===== src/hw/rtl/bin2_pkg.sv =====
`default_nettype none

package bin2_pkg;

  localparam int MAX_WIDTH    = 1024;
  localparam int HEIGHT_LIMIT = 1024;
  localparam int SAMPLE_BITS  = 16;
  localparam int PAIR_BITS    = SAMPLE_BITS + 1;
  localparam int SUM_BITS     = SAMPLE_BITS + 2;
  localparam int CFG_BITS     = 11;
  localparam int LINE_DEPTH   = (MAX_WIDTH + 1) / 2;
  localparam int IDX_BITS     = $clog2(LINE_DEPTH);
  localparam int COL_BITS     = $clog2(MAX_WIDTH);
  localparam int ROW_BITS     = $clog2(HEIGHT_LIMIT);
  localparam int OP_DEPTH     = 4;
  localparam int OP_PTR_BITS  = $clog2(OP_DEPTH);
  localparam int OUT_DEPTH    = 4;
  localparam int OUT_PTR_BITS = $clog2(OUT_DEPTH);

  // configuration register indexes
  localparam logic REG_FRAME_WIDTH  = 1'b0;
  localparam logic REG_FRAME_HEIGHT = 1'b1;

  typedef enum logic [1:0] {
    OP_WRITE  = 2'd0,  // even row, not last: store pair sum in line
    OP_DIRECT = 2'd1,  // even last row: pair sum is the result
    OP_MERGE  = 2'd2   // odd row: line entry plus pair sum
  } op_kind_t;

  typedef struct packed {
    op_kind_t              kind;
    logic [PAIR_BITS-1:0]  pair;
    logic [IDX_BITS-1:0]   idx;
    logic                  row_end;
    logic                  frame_end;
  } op_t;

  typedef struct packed {
    logic [SUM_BITS-1:0] block_sum;
    logic                row_end;
    logic                frame_end;
  } result_t;

endpackage

`default_nettype wire


===== src/hw/rtl/bin2_queue.sv =====
`default_nettype none

module bin2_queue
  import bin2_pkg::*;
(
  input  wire logic clk,
  input  wire logic rst_n,
  input  wire logic push,
  input  wire op_t  push_op,
  output logic      full,
  input  wire logic pop,
  output logic      valid,
  output op_t       head
);

  op_t                    slot_r [OP_DEPTH];
  logic [OP_PTR_BITS-1:0] wr_ptr_r, rd_ptr_r;
  logic [OP_PTR_BITS:0]   count_r;
  logic                   do_push, do_pop;

  assign full    = count_r == (OP_PTR_BITS+1)'(OP_DEPTH);
  assign valid   = count_r != '0;
  assign head    = slot_r[rd_ptr_r];
  assign do_push = push && !full;
  assign do_pop  = pop && valid;

  always_ff @(posedge clk) begin
    if (do_push) begin
      slot_r[wr_ptr_r] <= push_op;
    end
  end

  always_ff @(posedge clk) begin
    if (!rst_n) begin
      wr_ptr_r <= '0;
      rd_ptr_r <= '0;
      count_r  <= '0;
    end else begin
      if (do_push) begin
        wr_ptr_r <= wr_ptr_r + OP_PTR_BITS'(1);
      end
      if (do_pop) begin
        rd_ptr_r <= rd_ptr_r + OP_PTR_BITS'(1);
      end
      count_r <= count_r + (OP_PTR_BITS+1)'(do_push) - (OP_PTR_BITS+1)'(do_pop);
    end
  end

  a_count_bound: assert property (@(posedge clk) disable iff (!rst_n)
    count_r <= (OP_PTR_BITS+1)'(OP_DEPTH))
    else $error("op queue count overflow");

endmodule

`default_nettype wire


===== config.mk =====
export PLATFORM = sky130hd
export DESIGN_NAME = bin2_queue
export DESIGN_NICKNAME = d
export VERILOG_FILES = /design/src/hw/rtl/bin2_pkg.sv /design/src/hw/rtl/bin2_queue.sv
export SDC_FILE = /design/constraint.sdc
export NUM_CORES = 1
export LEC_CHECK = 0
export CELL_PAD_IN_SITES_DETAIL_PLACEMENT = 0
export CELL_PAD_IN_SITES_GLOBAL_PLACEMENT = 1
export CORE_ASPECT_RATIO = 0.7
export CORE_UTILIZATION = 40
export DETAILED_ROUTE_END_ITERATION = 12
export DONT_BUFFER_PORTS = 1
export PLACE_DENSITY_LB_ADDON = 0.08
export REMOVE_ABC_BUFFERS = 1
export SLEW_MARGIN = 20
export SYNTH_ARGS = -nofsm -noshare
export SYNTH_HDL_FRONTEND = slang
export SYNTH_SLANG_ARGS = --single-unit

===== constraint.sdc =====
create_clock -name clk -period 4.8 [get_ports clk]
set_input_delay 0 -clock clk [delete_from_list [all_inputs] [get_ports clk]]
set_output_delay 0 -clock clk [all_outputs]
set_load 0.05 [all_outputs]

**After elaboration in Yosys (flattened, before gate mapping)**

Memories as Yosys holds them, arrays and structs flattened. A register that Yosys moved wholly into a read port is not among the register bits.
Index checks and enable logic that the tools add are counted.

- Register bits: 7
- RAM bits: 120
- Input bits: 34
- Logic and storage cells: 17
- Memories kept: 1

Memory list:

| name | words | bits a word | read ports | clocked after memory_dff | wr ports | line | text |
|---|---|---|---|---|---|---|---|
| slot_r | 4 | 30 | 1 | 1 | 1 | bin2_queue.sv:16 | `op_t slot_r [OP_DEPTH];` |

- Add/subtract/negate cells: 4
- Equal/unequal tests: 1
- Multiplexer cells: 4
- Reduce and logical (&&, ||, !) cells: 4

Operators by type and width:

| kind | count |
|---|---|
| 2-bit by 1-bit adder with 2-bit output, second input constant | 2 |
| 2-bit two-way mux | 2 |
| 3-bit by 1-bit adder with 3-bit output | 1 |
| 3-bit equality test, second input constant | 1 |
| 3-bit nonzero test | 1 |
| 3-bit by 1-bit subtractor with 3-bit output | 1 |
| 1-bit logical AND | 2 |
| 1-bit two-way mux | 2 |
| 1-bit logical NOT | 1 |

**Longest topological paths before layout**

- Word-level depth: 5
- Depth in mapped cells: 12

**Worst setup path after synthesis**

OpenSTA, ideal clock, no wires.

- Kind: reg-to-reg
- Start point: register count_r[1]
- End point: register count_r[2]
- Library setup time: 0.115 ns
- Arrival time: 2.607 ns
- Setup slack: 2.078 ns
- Stages on the path, launching flop included: 13
- Path buffers: 1
- Period minus slack after synthesis: 2.722 ns
- Cell sequence: dfxtp_1 -> nor3b_2 -> nor2b_1 -> buf_6 -> inv_1 -> ha_1 -> inv_1 -> ha_1 -> inv_1 -> fa_1 -> xnor2_1 -> xnor2_1 -> and2_1

- Cells in the longest elaborated chain, start to end: 5
- Elaborated cells on any way between the ends: 7
- Classes of those cells: add/sub: 2; eq/ne: 1; reduce/logical: 4

Ends and longest elaborated chain:

| what | line | text |
|---|---|---|
| start: declaration | bin2_queue.sv:18 | `logic [OP_PTR_BITS:0] count_r;` |
| start signal: assignment | bin2_queue.sv:45 | `count_r <= count_r + (OP_PTR_BITS+1)'(do_push) - (OP_PTR_BITS+1)'(do_pop);` |
| 3-bit equality test | bin2_queue.sv:21 | `assign full = count_r == (OP_PTR_BITS+1)'(OP_DEPTH);` |
| via full | bin2_queue.sv:10 | `output logic full,` |
| 1-bit logical NOT | bin2_queue.sv:24 | `assign do_push = push && !full;` |
| 1-bit logical AND | bin2_queue.sv:24 |  |
| 3-bit by 1-bit adder with 3-bit output | bin2_queue.sv:45 |  |
| 3-bit by 1-bit subtractor with 3-bit output | bin2_queue.sv:45 |  |

The timed path passes the listed nets, and every way through them passes these cells.
A chain may end at the register's enable or synchronous reset.

**Worst setup path after layout**

Ends and elaborated chain as after synthesis.

==> metrics.md <==
| Metric | Value |
|---|---|
| Io pins | `66` |
| Total Nets Final | `a little under 300` |
| P&R area growth vs syn | `21.6%` |
| Mapped Area | `a little under 5000 um2` |
| Critical path endpoint category | `register` |
| Number of vias per cell | `a little under 5` |
| Power Density | `between 600 and 700 nW/um2` |
| Hold Path Stages | `1` |
| Final instance area | `5860 um2` |
| R2R cell count | `11` |
| Area of the core | `~12000 um2` |
| Startpoint types | `register` |
| Synth Warn # | `0` |
| CTS buffer count | `17` |
| Total power | `approximately 3.6 mW` |
| Cell variety after synth | `18` |
| Sequential element share of the synthesized area | `0.786` |
| Final Hold Fails | `0` |
| Critical R2R Launch | `count_r[1]$_SDFF_PN0_` |
| Max VDD drop | `between 0.3 and 0.4 mV` |
| First-pass GRT wire length | `around 12000 um` |
| Vias in the first global route | `~2200` |
| Die width | `between 100 and 150 um` |
| Max-slew violations | `0` |
| Slowest CP cell | `nor3b_2` |
| Yosys top cell by area | `edfxtp_1` |
| CTS resizes | `0` |
| Final setup fails | `0` |
| Count leader, synth | `edfxtp_1` |
| Post-DP Area | `slightly below 5000 um2` |
| Asr flop ratio synth | `0` |
| Top-area cell type share of the netlist area | `0.748` |
| Min Tclk post-route | `between 2 and 3 ns` |
| CP arrival | `3.25 ns` |
| CTS clk-pin slew, worst paths | `roughly 0.060 ns` |
| N_diodes | `0` |
| ANT nets after route | `0` |
| EDFF count, synth | `between 100 and 150` |
| Most frequent cells after synthesis | `120 x edfxtp_1, 30 x mux4_2, 9 x dfxtp_1` |
| CP startpoint | `count_r[1]$_SDFF_PN0_` |
| Post-synthesis register bit count | `roughly 130` |
| Die ar. | `approximately 12000 um2` |
| CTS H-Tree Depth | `4` |
| Slowest Stage Delay on Critical Path | `0.77 ns` |
| Total grt overflow | `0` |
| Wirelength per Cell | `around 19 um` |
| RSZ-0062 raised after global routing | `no` |
| Max Fclk | `around 0.34 GHz` |
| Clock buffer depth | `2` |
| Top cells by area, synth | `edfxtp_1 75%, mux4_2 14%, dfxtp_1 3.7%` |
| Die Y | `roughly 94 um` |
| Worst-Margin Slew | `between 0.8 and 0.9 ns` |
| Post-CTS setup buffers | `0` |
| Setup CP Type | `register to register` |
| Setup TNS | `0 ns` |
| Root buf cell | `clkbuf_16` |
| IO buf count | `0` |
| Crit-path max FO | `7` |
| Hold_sp | `push_op[21]` |
| Largest net degree at the start of global routing | `31` |
| Worst skew pair latency | `~0.4 ns` |
| Hold crit path type | `primary input to register` |
| Lkg Pwr | `1.88 nW` |
| Placement row count | `33` |
| Period utilisation layout | `0.616` |
| Cell mode on critical path | `inv_1` |
| Drt pass-1 iters | `4` |
| Main synth FF type | `edfxtp_1` |
| Synth Instances | `about 200` |
| Max-Slew Margin vs Limit | `0.404` |
| Share of post-route cells with drive strength above 1 | `0.261` |
| Overall Global Routing Usage | `0.144` |
| Drt first-iter violations | `100` |
| Routed wire length | `8010 um` |
| Initial Util | `0.411` |
| Clk sinks | `129` |
| Initial antenna violation count | `0` |
| Synth Area per Inst | `23.6 um2` |
| Clock Skew | `around 0.0082 ns` |
| Maxcap violations | `0` |
| Cell-by-cell trace of the critical path | `nor3b_2, nor2b_1, inv_1, ha_1, inv_1, ha_1, inv_1, fa_1, xnor2_1, xnor2_1, and2_1` |
| Status | `completed` |
| CTS tree | `yes` |
| DRC viols | `0` |
| Vias | `~2100` |
| GP Congestion | `between 0.7 and 0.8` |
| Critical Path RT | `about 5 ns` |
-- placed cells by master, fill, tap and decap left out, types with 2 or more instances in the layout --
| cell type | n |
|---|---|
| and2_1 | 3 |
| and2_2 | 4 |
| bufinv_16 | 2 |
| clkbuf_16 | 17 |
| clkinv_1 | 3 |
| clkinv_2 | 3 |
| clkinv_4 | 3 |
| clkinvlp_4 | 3 |
| dfxtp_1 | 7 |
| dlygate4sd3_1 | 33 |
| edfxtp_1 | 120 |
| ha_1 | 6 |
| inv_1 | 5 |
| mux2i_1 | 2 |
| mux4_2 | 30 |
| nand2_1 | 4 |
| nor2b_1 | 4 |
| xnor2_1 | 4 |
-- state kept, by name, summed over array words and instances (netlist names), named ones only --
register,flops
wr_ptr_r,2
slot_r,120
rd_ptr_r,2
count_r,3
-- timing repair --
| action | CTS | global route |
|---|---|---|
| endpoints found under the hold margin | 129 | 0 |
| hold buffers | 33 | 0 |
| setup endpoints to repair | 0 | 0 |
-- per-layer routing --
layer	up-vias	global-route usage	share of wire
li1	929	-	-
met1	1063	0.159	0.41
met2	61	0.240	0.50
met3	15	0.0512	0.071
met4	0	0.0909	0.020
met5	-	0	0
-- layout make-up --
class	count	area (um2)
multi-input combinational	62	953
timing repair buffer	33	330
inverter	5	18.8
tap	157	196
fill	946	5870
clock inverter	15	144
sequential	129	3790
clock buffer	17	425
-- power by group --
| part | internal (mW) | switching, mW | leakage, nW | total (mW) |
|---|---|---|---|---|
| clock | 0.757 | 0.452 | 0.272 | 1.21 |
| combinational | 0.259 | 0.609 | 0.435 | 0.868 |
| sequential | 1.37 | 0.120 | 1.17 | 1.49 |
| total | 2.39 | 1.18 | 1.88 | 3.57 |
-- path summary, 6_finish.rpt --
| kind | endpoint | slack (ns) |
|---|---|---|
| setup / recovery | count_r[2]$_SDFF_PN0_ | 1.84 |
| hold reg to reg | wr_ptr_r[0]$_SDFFE_PN0P_ | 0.52 |
| hold / removal | slot_r[3][21]$_DFFE_PP_ | 0.30 |
| setup reg to reg | count_r[2]$_SDFF_PN0_ | 1.84 |
-- critical path, delay by kind of cell (launching register included) --
family	cells	cell delay (ns)
buffers and inverters	3	0.24
AND/OR/NAND/NOR	3	1.23
adder cells (fa/ha/maj)	3	0.72
XOR/XNOR	2	0.28
flip-flops	1	0.38
-- metrics by stage --
step	hold WS, ns	setup slack (ns)	utilization	std cells
detailed placement	0.0990	1.84	0.423	353
finish	0.296	1.84	0.499	418
global placement	0.0991	1.95	0.423	353
CTS	0.281	1.83	0.499	418
global route	0.294	1.67	0.499	418
floorplan	0.0989	2.05	-	196
-- kinds of logic after synthesis --
logic type	synth area share
multiplexers	0.144
flip-flops	0.786
AND/OR/NAND/NOR	0.0216
buffers and inverters	0.0171
AO/OA/AOI/OAI	0.00390
XOR/XNOR	0.00728
adder cells (fa/ha/maj)	0.0198
Note: power is estimated with default switching activity, not from simulation.
