File: config.mk
export PLATFORM = sky130hd
export DESIGN_NAME = bin2_front
export DESIGN_NICKNAME = d
export VERILOG_FILES = /design/src/hw/rtl/bin2_pkg.sv /design/src/hw/rtl/bin2_front.sv
export SDC_FILE = /design/constraint.sdc
export NUM_CORES = 1
export LEC_CHECK = 0
export CELL_PAD_IN_SITES_DETAIL_PLACEMENT = 0
export CELL_PAD_IN_SITES_GLOBAL_PLACEMENT = 1
export CORE_UTILIZATION = 48
export DETAILED_ROUTE_END_ITERATION = 10
export DONT_BUFFER_PORTS = 1
export GPL_TIMING_DRIVEN = 0
export PLACE_DENSITY = 0.78
export SYNTH_ARGS = -nofsm -noshare
export SYNTH_HDL_FRONTEND = slang
export SYNTH_SLANG_ARGS = --single-unit
File: constraint.sdc
create_clock -name clk -period 3.3 [get_ports clk]
set_input_delay 0.495 -clock clk [delete_from_list [all_inputs] [get_ports clk]]
set_output_delay 0.495 -clock clk [all_outputs]
set_load 0.005 [all_outputs]
File: src/hw/rtl/bin2_pkg.sv
`default_nettype none

package bin2_pkg;

  localparam int MAX_WIDTH    = 1024;
  localparam int HEIGHT_LIMIT = 1024;
  localparam int SAMPLE_BITS  = 16;
  localparam int PAIR_BITS    = SAMPLE_BITS + 1;
  localparam int SUM_BITS     = SAMPLE_BITS + 2;
  localparam int CFG_BITS     = 11;
  localparam int LINE_DEPTH   = (MAX_WIDTH + 1) / 2;
  localparam int IDX_BITS     = $clog2(LINE_DEPTH);
  localparam int COL_BITS     = $clog2(MAX_WIDTH);
  localparam int ROW_BITS     = $clog2(HEIGHT_LIMIT);
  localparam int OP_DEPTH     = 4;
  localparam int OP_PTR_BITS  = $clog2(OP_DEPTH);
  localparam int OUT_DEPTH    = 4;
  localparam int OUT_PTR_BITS = $clog2(OUT_DEPTH);

  // configuration register indexes
  localparam logic REG_FRAME_WIDTH  = 1'b0;
  localparam logic REG_FRAME_HEIGHT = 1'b1;

  typedef enum logic [1:0] {
    OP_WRITE  = 2'd0,  // even row, not last: store pair sum in line
    OP_DIRECT = 2'd1,  // even last row: pair sum is the result
    OP_MERGE  = 2'd2   // odd row: line entry plus pair sum
  } op_kind_t;

  typedef struct packed {
    op_kind_t              kind;
    logic [PAIR_BITS-1:0]  pair;
    logic [IDX_BITS-1:0]   idx;
    logic                  row_end;
    logic                  frame_end;
  } op_t;

  typedef struct packed {
    logic [SUM_BITS-1:0] block_sum;
    logic                row_end;
    logic                frame_end;
  } result_t;

endpackage

`default_nettype wire

File: src/hw/rtl/bin2_front.sv
`default_nettype none

module bin2_front
  import bin2_pkg::*;
(
  input  wire logic                          clk,
  input  wire logic                          rst_n,
  input  wire logic                          cfg_we,
  input  wire logic                          cfg_index,
  input  wire logic [CFG_BITS-1:0]           cfg_data,
  input  wire logic                          accept,
  input  wire logic signed [SAMPLE_BITS-1:0] sample,
  output logic                               op_push,
  output op_t                                op
);

  logic [CFG_BITS-1:0]          width_r;
  logic [CFG_BITS-1:0]          height_r;
  logic [COL_BITS-1:0]          col_r, col_nxt;
  logic [ROW_BITS-1:0]          row_r, row_nxt;
  logic signed [SAMPLE_BITS-1:0] held_r;
  logic [CFG_BITS-1:0]          eff_w, eff_h;
  logic                         last_col, last_row;
  logic signed [PAIR_BITS-1:0]  pair;

  always_comb begin
    if (width_r == '0) begin
      eff_w = CFG_BITS'(1);
    end else if (width_r > CFG_BITS'(MAX_WIDTH)) begin
      eff_w = CFG_BITS'(MAX_WIDTH);
    end else begin
      eff_w = width_r;
    end
    if (height_r == '0) begin
      eff_h = CFG_BITS'(1);
    end else if (height_r > CFG_BITS'(HEIGHT_LIMIT)) begin
      eff_h = CFG_BITS'(HEIGHT_LIMIT);
    end else begin
      eff_h = height_r;
    end
  end

  // a counter past the last column or row after a size change ends there
  assign last_col = (CFG_BITS'(col_r) + CFG_BITS'(1)) >= eff_w;
  assign last_row = (CFG_BITS'(row_r) + CFG_BITS'(1)) >= eff_h;

  assign pair = col_r[0] ? (PAIR_BITS'(held_r) + PAIR_BITS'(sample)) : PAIR_BITS'(sample);

  always_comb begin
    op.pair      = pair;
    op.idx       = col_r[COL_BITS-1:1];
    op.row_end   = last_col;
    op.frame_end = last_col && last_row;
    if (row_r[0]) begin
      op.kind = OP_MERGE;
    end else if (last_row) begin
      op.kind = OP_DIRECT;
    end else begin
      op.kind = OP_WRITE;
    end
  end

  assign op_push = accept && (col_r[0] || last_col);

  always_comb begin
    col_nxt = col_r;
    row_nxt = row_r;
    if (accept) begin
      if (last_col) begin
        col_nxt = '0;
        row_nxt = last_row ? '0 : row_r + ROW_BITS'(1);
      end else begin
        col_nxt = col_r + COL_BITS'(1);
      end
    end
  end

  always_ff @(posedge clk) begin
    if (!rst_n) begin
      width_r  <= CFG_BITS'(MAX_WIDTH);
      height_r <= CFG_BITS'(HEIGHT_LIMIT);
      col_r    <= '0;
      row_r    <= '0;
      held_r   <= '0;
    end else begin
      if (cfg_we && cfg_index == REG_FRAME_WIDTH) begin
        width_r <= cfg_data;
      end
      if (cfg_we && cfg_index == REG_FRAME_HEIGHT) begin
        height_r <= cfg_data;
      end
      col_r <= col_nxt;
      row_r <= row_nxt;
      if (accept && !col_r[0]) begin
        held_r <= sample;
      end
    end
  end

  a_frame_wrap: assert property (@(posedge clk) disable iff (!rst_n)
    op_push && op.frame_end |=> col_r == '0 && row_r == '0)
    else $error("counters did not wrap after frame end");

endmodule

`default_nettype wire

-- Word level (Yosys, flattened, before mapping)
Index checks and enable logic that the tools add are counted.
- add/subtract/negate cells: 5
- magnitude comparators: 4
- bitwise operators: 1
- muxes and demuxes: 9
- reductions and logical operators: 10
- operator list (kind ; count):
    11-bit 2-to-1 mux ; 4
    10-bit by 1-bit adder with 11-bit output (second input constant) ; 2
    11-bit >= comparator ; 2
    11-bit > comparator (second input constant) ; 2
    11-bit logical NOT ; 2
    10-bit by 1-bit adder with 10-bit output (second input constant) ; 2
    10-bit 2-to-1 mux ; 2
    16-bit by 16-bit adder with 17-bit output ; 1
    17-bit 2-to-1 mux ; 1
    1-bit logical AND ; 5
    2-bit 2-to-1 mux ; 1
    2-bit AND reduction ; 1
    1-bit logical NOT ; 1
    1-bit logical OR ; 1
    1-bit 2-to-1 mux ; 1
    1-bit inverter ; 1
- logic and storage cells: 34
- output and inout port bits: 31
- input bits: 32
- flip-flop bits (word level): 58

-- Depth between registers and ports, before layout
- depth in word-level cells: 6
- gate-level depth with buffers: 13
- gate-level depth less buffers: 12

-- Worst setup path after synthesis
Ideal clock, no wire load.
- kind: register to output
- start point: reg col_r[1]
- end point: out op[1] in the netlist's numbering
- path slack: 259 ps
- path buffers: 1
- required time: 2805 ps
- stages on the path, launching flop included: 13
- data arrival time: 2546 ps
- cells stage by stage: dfxtp_1 > ha_1 > and3_2 > nand3_2 > or2_1 > xnor2_1 > ha_1 > a21o_1 > a21o_1 > a21o_1 > a21oi_4 > inv_2 > buf_4
- word-level cells in the longest chain between the ends: 2
- ends and longest elaborated chain (what ; RTL line ; RTL):
    from (decl) ; bin2_front.sv:19 ; logic [COL_BITS-1:0] col_r, col_nxt;
    from (signal assigned) ; bin2_front.sv:92 ; col_r <= col_nxt;
    10-bit by 1-bit adder with 11-bit output ; bin2_front.sv:44 ; assign last_col = (CFG_BITS'(col_r) + CFG_BITS'(1)) >= eff_w;
    11-bit >= comparator ; bin2_front.sv:44 ;
    to (decl) ; bin2_front.sv:14 ; output op_t op
Every way passes these cells.

-- Worst setup path in the final report
- start point: reg col_r[0]
- end point: out op[1] in the netlist's numbering
Same word-level chain as after synthesis.

==> out/metrics.cfg <==
[power]
power.density_nw_per_um2=364
ir_drop_v=0.000227
leakagePower_nw=2.05
total_power_mw=1.86

[sta]
max_slew_margin_pct=50.3
setup_viol=0
hold_viol_final=0
slew_viol_final=0
grt_setup_unrepaired=true
fmax_mhz=304
worstMarginPinSlew_ns=0.743
fin_skew_ns=0.0153
min_period_ns=3.29
tns_ns=0
period_share_pct=99.6

[global_route]
grt_pass1_vias=3865
antenna_found_initial=0
grt_pass1_wl_mm=18.8
grt_use_total_pct=24.4
overflow=0
grt_start_max_net_pins=12

[yosys]
avgSynthCellArea_um2=7.78
netlist.area_leader.share_pct=26.0
syn-cell-area_um2=4470
syn-num-nets=647
ys_ff_latch=58
synth_cell_types=70
yosys.area.top_type=dfxtp_1
yosysWarnings=0
synth_edf_count=0
ys.flop_type=dfxtp_1
synthArstFlopShare_pct=0
yosysSeqAreaShare_pct=26.0
syn_inst=574
synth.area.top_cells=dfxtp_1 26%, ha_1 11%, nand2_1 11%

[floorplanning]
dieArea_um2=9700
die_w_um=98.5
io_pins=63
start_util_pct=50.5
core_area_um2=8850
die-height_um=98.5
rows=34

[worst_setup_path]
worstSetupStartpointType=register
r2r-start=col_r[0]
r2r-end=col_r[3]
cp_max_fo=6
critPathRequiredTime_ns=2.80
cp-end-kind=primary output
crit_path_start=col_r[0]
ff2ff_setup_slack_ns=0.10
ff2ff_path_depth=16
critPathKind=register to primary output
critPathArrivalTime_ns=2.79
crit_end=op[1]

[clocking]
clk_pin_slew_ns=0.08
hold_buffers=0
cts_max_path_buffers=2
numCtsBuffers=9
htree_num_levels=3
cts_root_buf=clkbuf_8
cts_tree=done
cts_sinks=58
worst_skew_pair.late_latency_ns=0.35

[outcome]
status=finished, violations left
failed_checks=design-rule violations

[job]
max-cap-violations=0

[layout]
diodes=0
fillers=884
post-route-util_pct=57.6
instances_no_fill=718
layout.nets=678
syn2layout_area_growth_pct=14.1
drive_above_1_share_pct=16.7

[routing]
drt_iter0_drc=148
first_pass_iters=7
routed_wl_mm=11.8
wl_per_cell_um=16.4
viasPerCell=5.81
vias=4168
drc=5
ant_nets=0

[worst_hold_path]
min_path_cells=2
hold_path_class=input pin to register

[placed_design]
placedCellCount=682
portBuffers=0
place.gp.congestion=0.878
post-dp-hpwl_mm=8.85

-- flip-flops by register name (all words and copies together) (netlist names) --
signal    cells
col_r        10
width_r      11
row_r        10
held_r       16
height_r     11
-- power breakdown --
group	switching, mW	internal [mW]
clock	0.324	0.371
sequential	0.0226	0.728
combinational	0.237	0.174
total	0.584	1.27
-- worst max-delay path, stage by stage, from the launching register on --
cell	delay [ns]
dfxtp_4	0.37
ha_4	0.15
and3_4	0.21
nand3_4	0.07
or2_4	0.24
xnor2_1	0.13
ha_1	0.31
a21o_1	0.16
a21o_1	0.16
a21o_1	0.19
a21oi_4	0.23
inv_2	0.08
buf_4	0.14
-- through the flow --
| step | setup slack [ns] | hold WS (ns) | cell area [um^2] |
|---|---|---|---|
| floorplan | 0.259 | 0.447 | 4470 |
| global placement | -0.0993 | 0.455 | 4600 |
| detailed placement | -0.113 | 0.464 | 4600 |
| CTS | 0.00110 | 0.277 | 4990 |
| global route | -0.0598 | 0.296 | 5100 |
| finish | 0.0125 | 0.284 | 5100 |
-- layout make-up --
cell class / count / area, um^2 / share of cell area, %
sequential: 58 / 1180 / 23.1
buffer: 36 / 204 / 4.00
tap: 108 / 135 / 2.65
inverter: 15 / 56.3 / 1.10
clock inverter: 6 / 65.1 / 1.28
timing repair buffer: 20 / 154 / 3.02
clock buffer: 10 / 138 / 2.70
multi-input combinational: 465 / 3170 / 62.1
-- cells in the mapped netlist, types with 3 or more instances --
| cell | number |
|---|---|
| nand2_1 | 132 |
| dfxtp_1 | 58 |
| ha_1 | 40 |
| a21boi_0 | 39 |
| nor2_1 | 25 |
| nand3_1 | 24 |
| a21oi_1 | 18 |
| clkbuf_1 | 18 |
| xnor2_1 | 17 |
| buf_4 | 15 |
| inv_1 | 14 |
| nand4_1 | 12 |
| o21a_1 | 12 |
| o21ai_0 | 11 |
| a21o_1 | 10 |
| nor3_1 | 10 |
| nor2b_1 | 8 |
| o211ai_1 | 8 |
| a31oi_1 | 7 |
| xor2_1 | 7 |
| mux2_2 | 6 |
| nand3b_1 | 6 |
| o22ai_1 | 6 |
| nor4_1 | 4 |
| a21boi_1 | 3 |
| a21oi_2 | 3 |
| and2_1 | 3 |
| and3_1 | 3 |
| nand2b_1 | 3 |
| o311ai_1 | 3 |
| o31ai_1 | 3 |
-- cell usage in the layout (no fill, tap or decap), types with 3 or more instances in the layout --
master and instances:
ha_1 38, and3_4 3, nand3b_1 6, o31ai_1 3, nand4_1 12, a31oi_1 7, dfxtp_1 49, nor3_1 10
xor2_1 7, a21boi_0 39, dfxtp_4 3, nor2_1 25, a21o_1 9, nand2b_1 3, buf_6 3, nor4_1 4
clkbuf_1 18, nand3_1 21, a21boi_1 3, and2_1 3, o211ai_1 8, o22ai_1 6, a21oi_1 18, xnor2_1 15
clkbuf_8 10, buf_4 33, dfxtp_2 6, nor2b_1 8, o21a_1 12, a21oi_2 3, o21ai_0 10, nand2_1 131
o311ai_1 3, inv_1 14, mux2_2 6
-- worst min path at each step --
stage	slack [ns]	end	from
finish	0.28	held_r[15]	sample[15]
global route	0.30	held_r[12]	sample[12]
CTS	0.28	held_r[15]	sample[15]
detailed placement	0.46	held_r[7]	held_r[7]
global placement	0.45	held_r[11]	held_r[11]
floorplan	0.45	held_r[10]	held_r[10]
-- cells by family (layout without fill, tap and decap cells) --
family	Yosys count	after routing	synth area share, %
AO/OA/AOI/OAI	148	148	24.3
XOR/XNOR	24	24	4.71
adder cells (fa/ha/maj)	41	41	11.7
buffers and inverters	51	87	5.74
flip-flops	58	58	26.0
multiplexers	7	7	1.85
AND/OR/NAND/NOR	245	245	25.8
-- per-layer routing --
metal / global-route usage, % / wire (um) / vias up
li1: - / - / 2103
met3: 3.55 / 599 / 21
met5: 0 / 0 / -
met4: 9.18 / 280 / 0
met1: 32.0 / 5460 / 1931
met2: 40.9 / 5440 / 113
-- timing repair --
item,4_1_cts,5_1_grt
gates resized for setup,23,15
endpoints found under the hold margin,0,0
setup endpoints to repair,4,4
setup buffers,15,5
pin swaps,6,2
(Power assumes the default switching activity.)
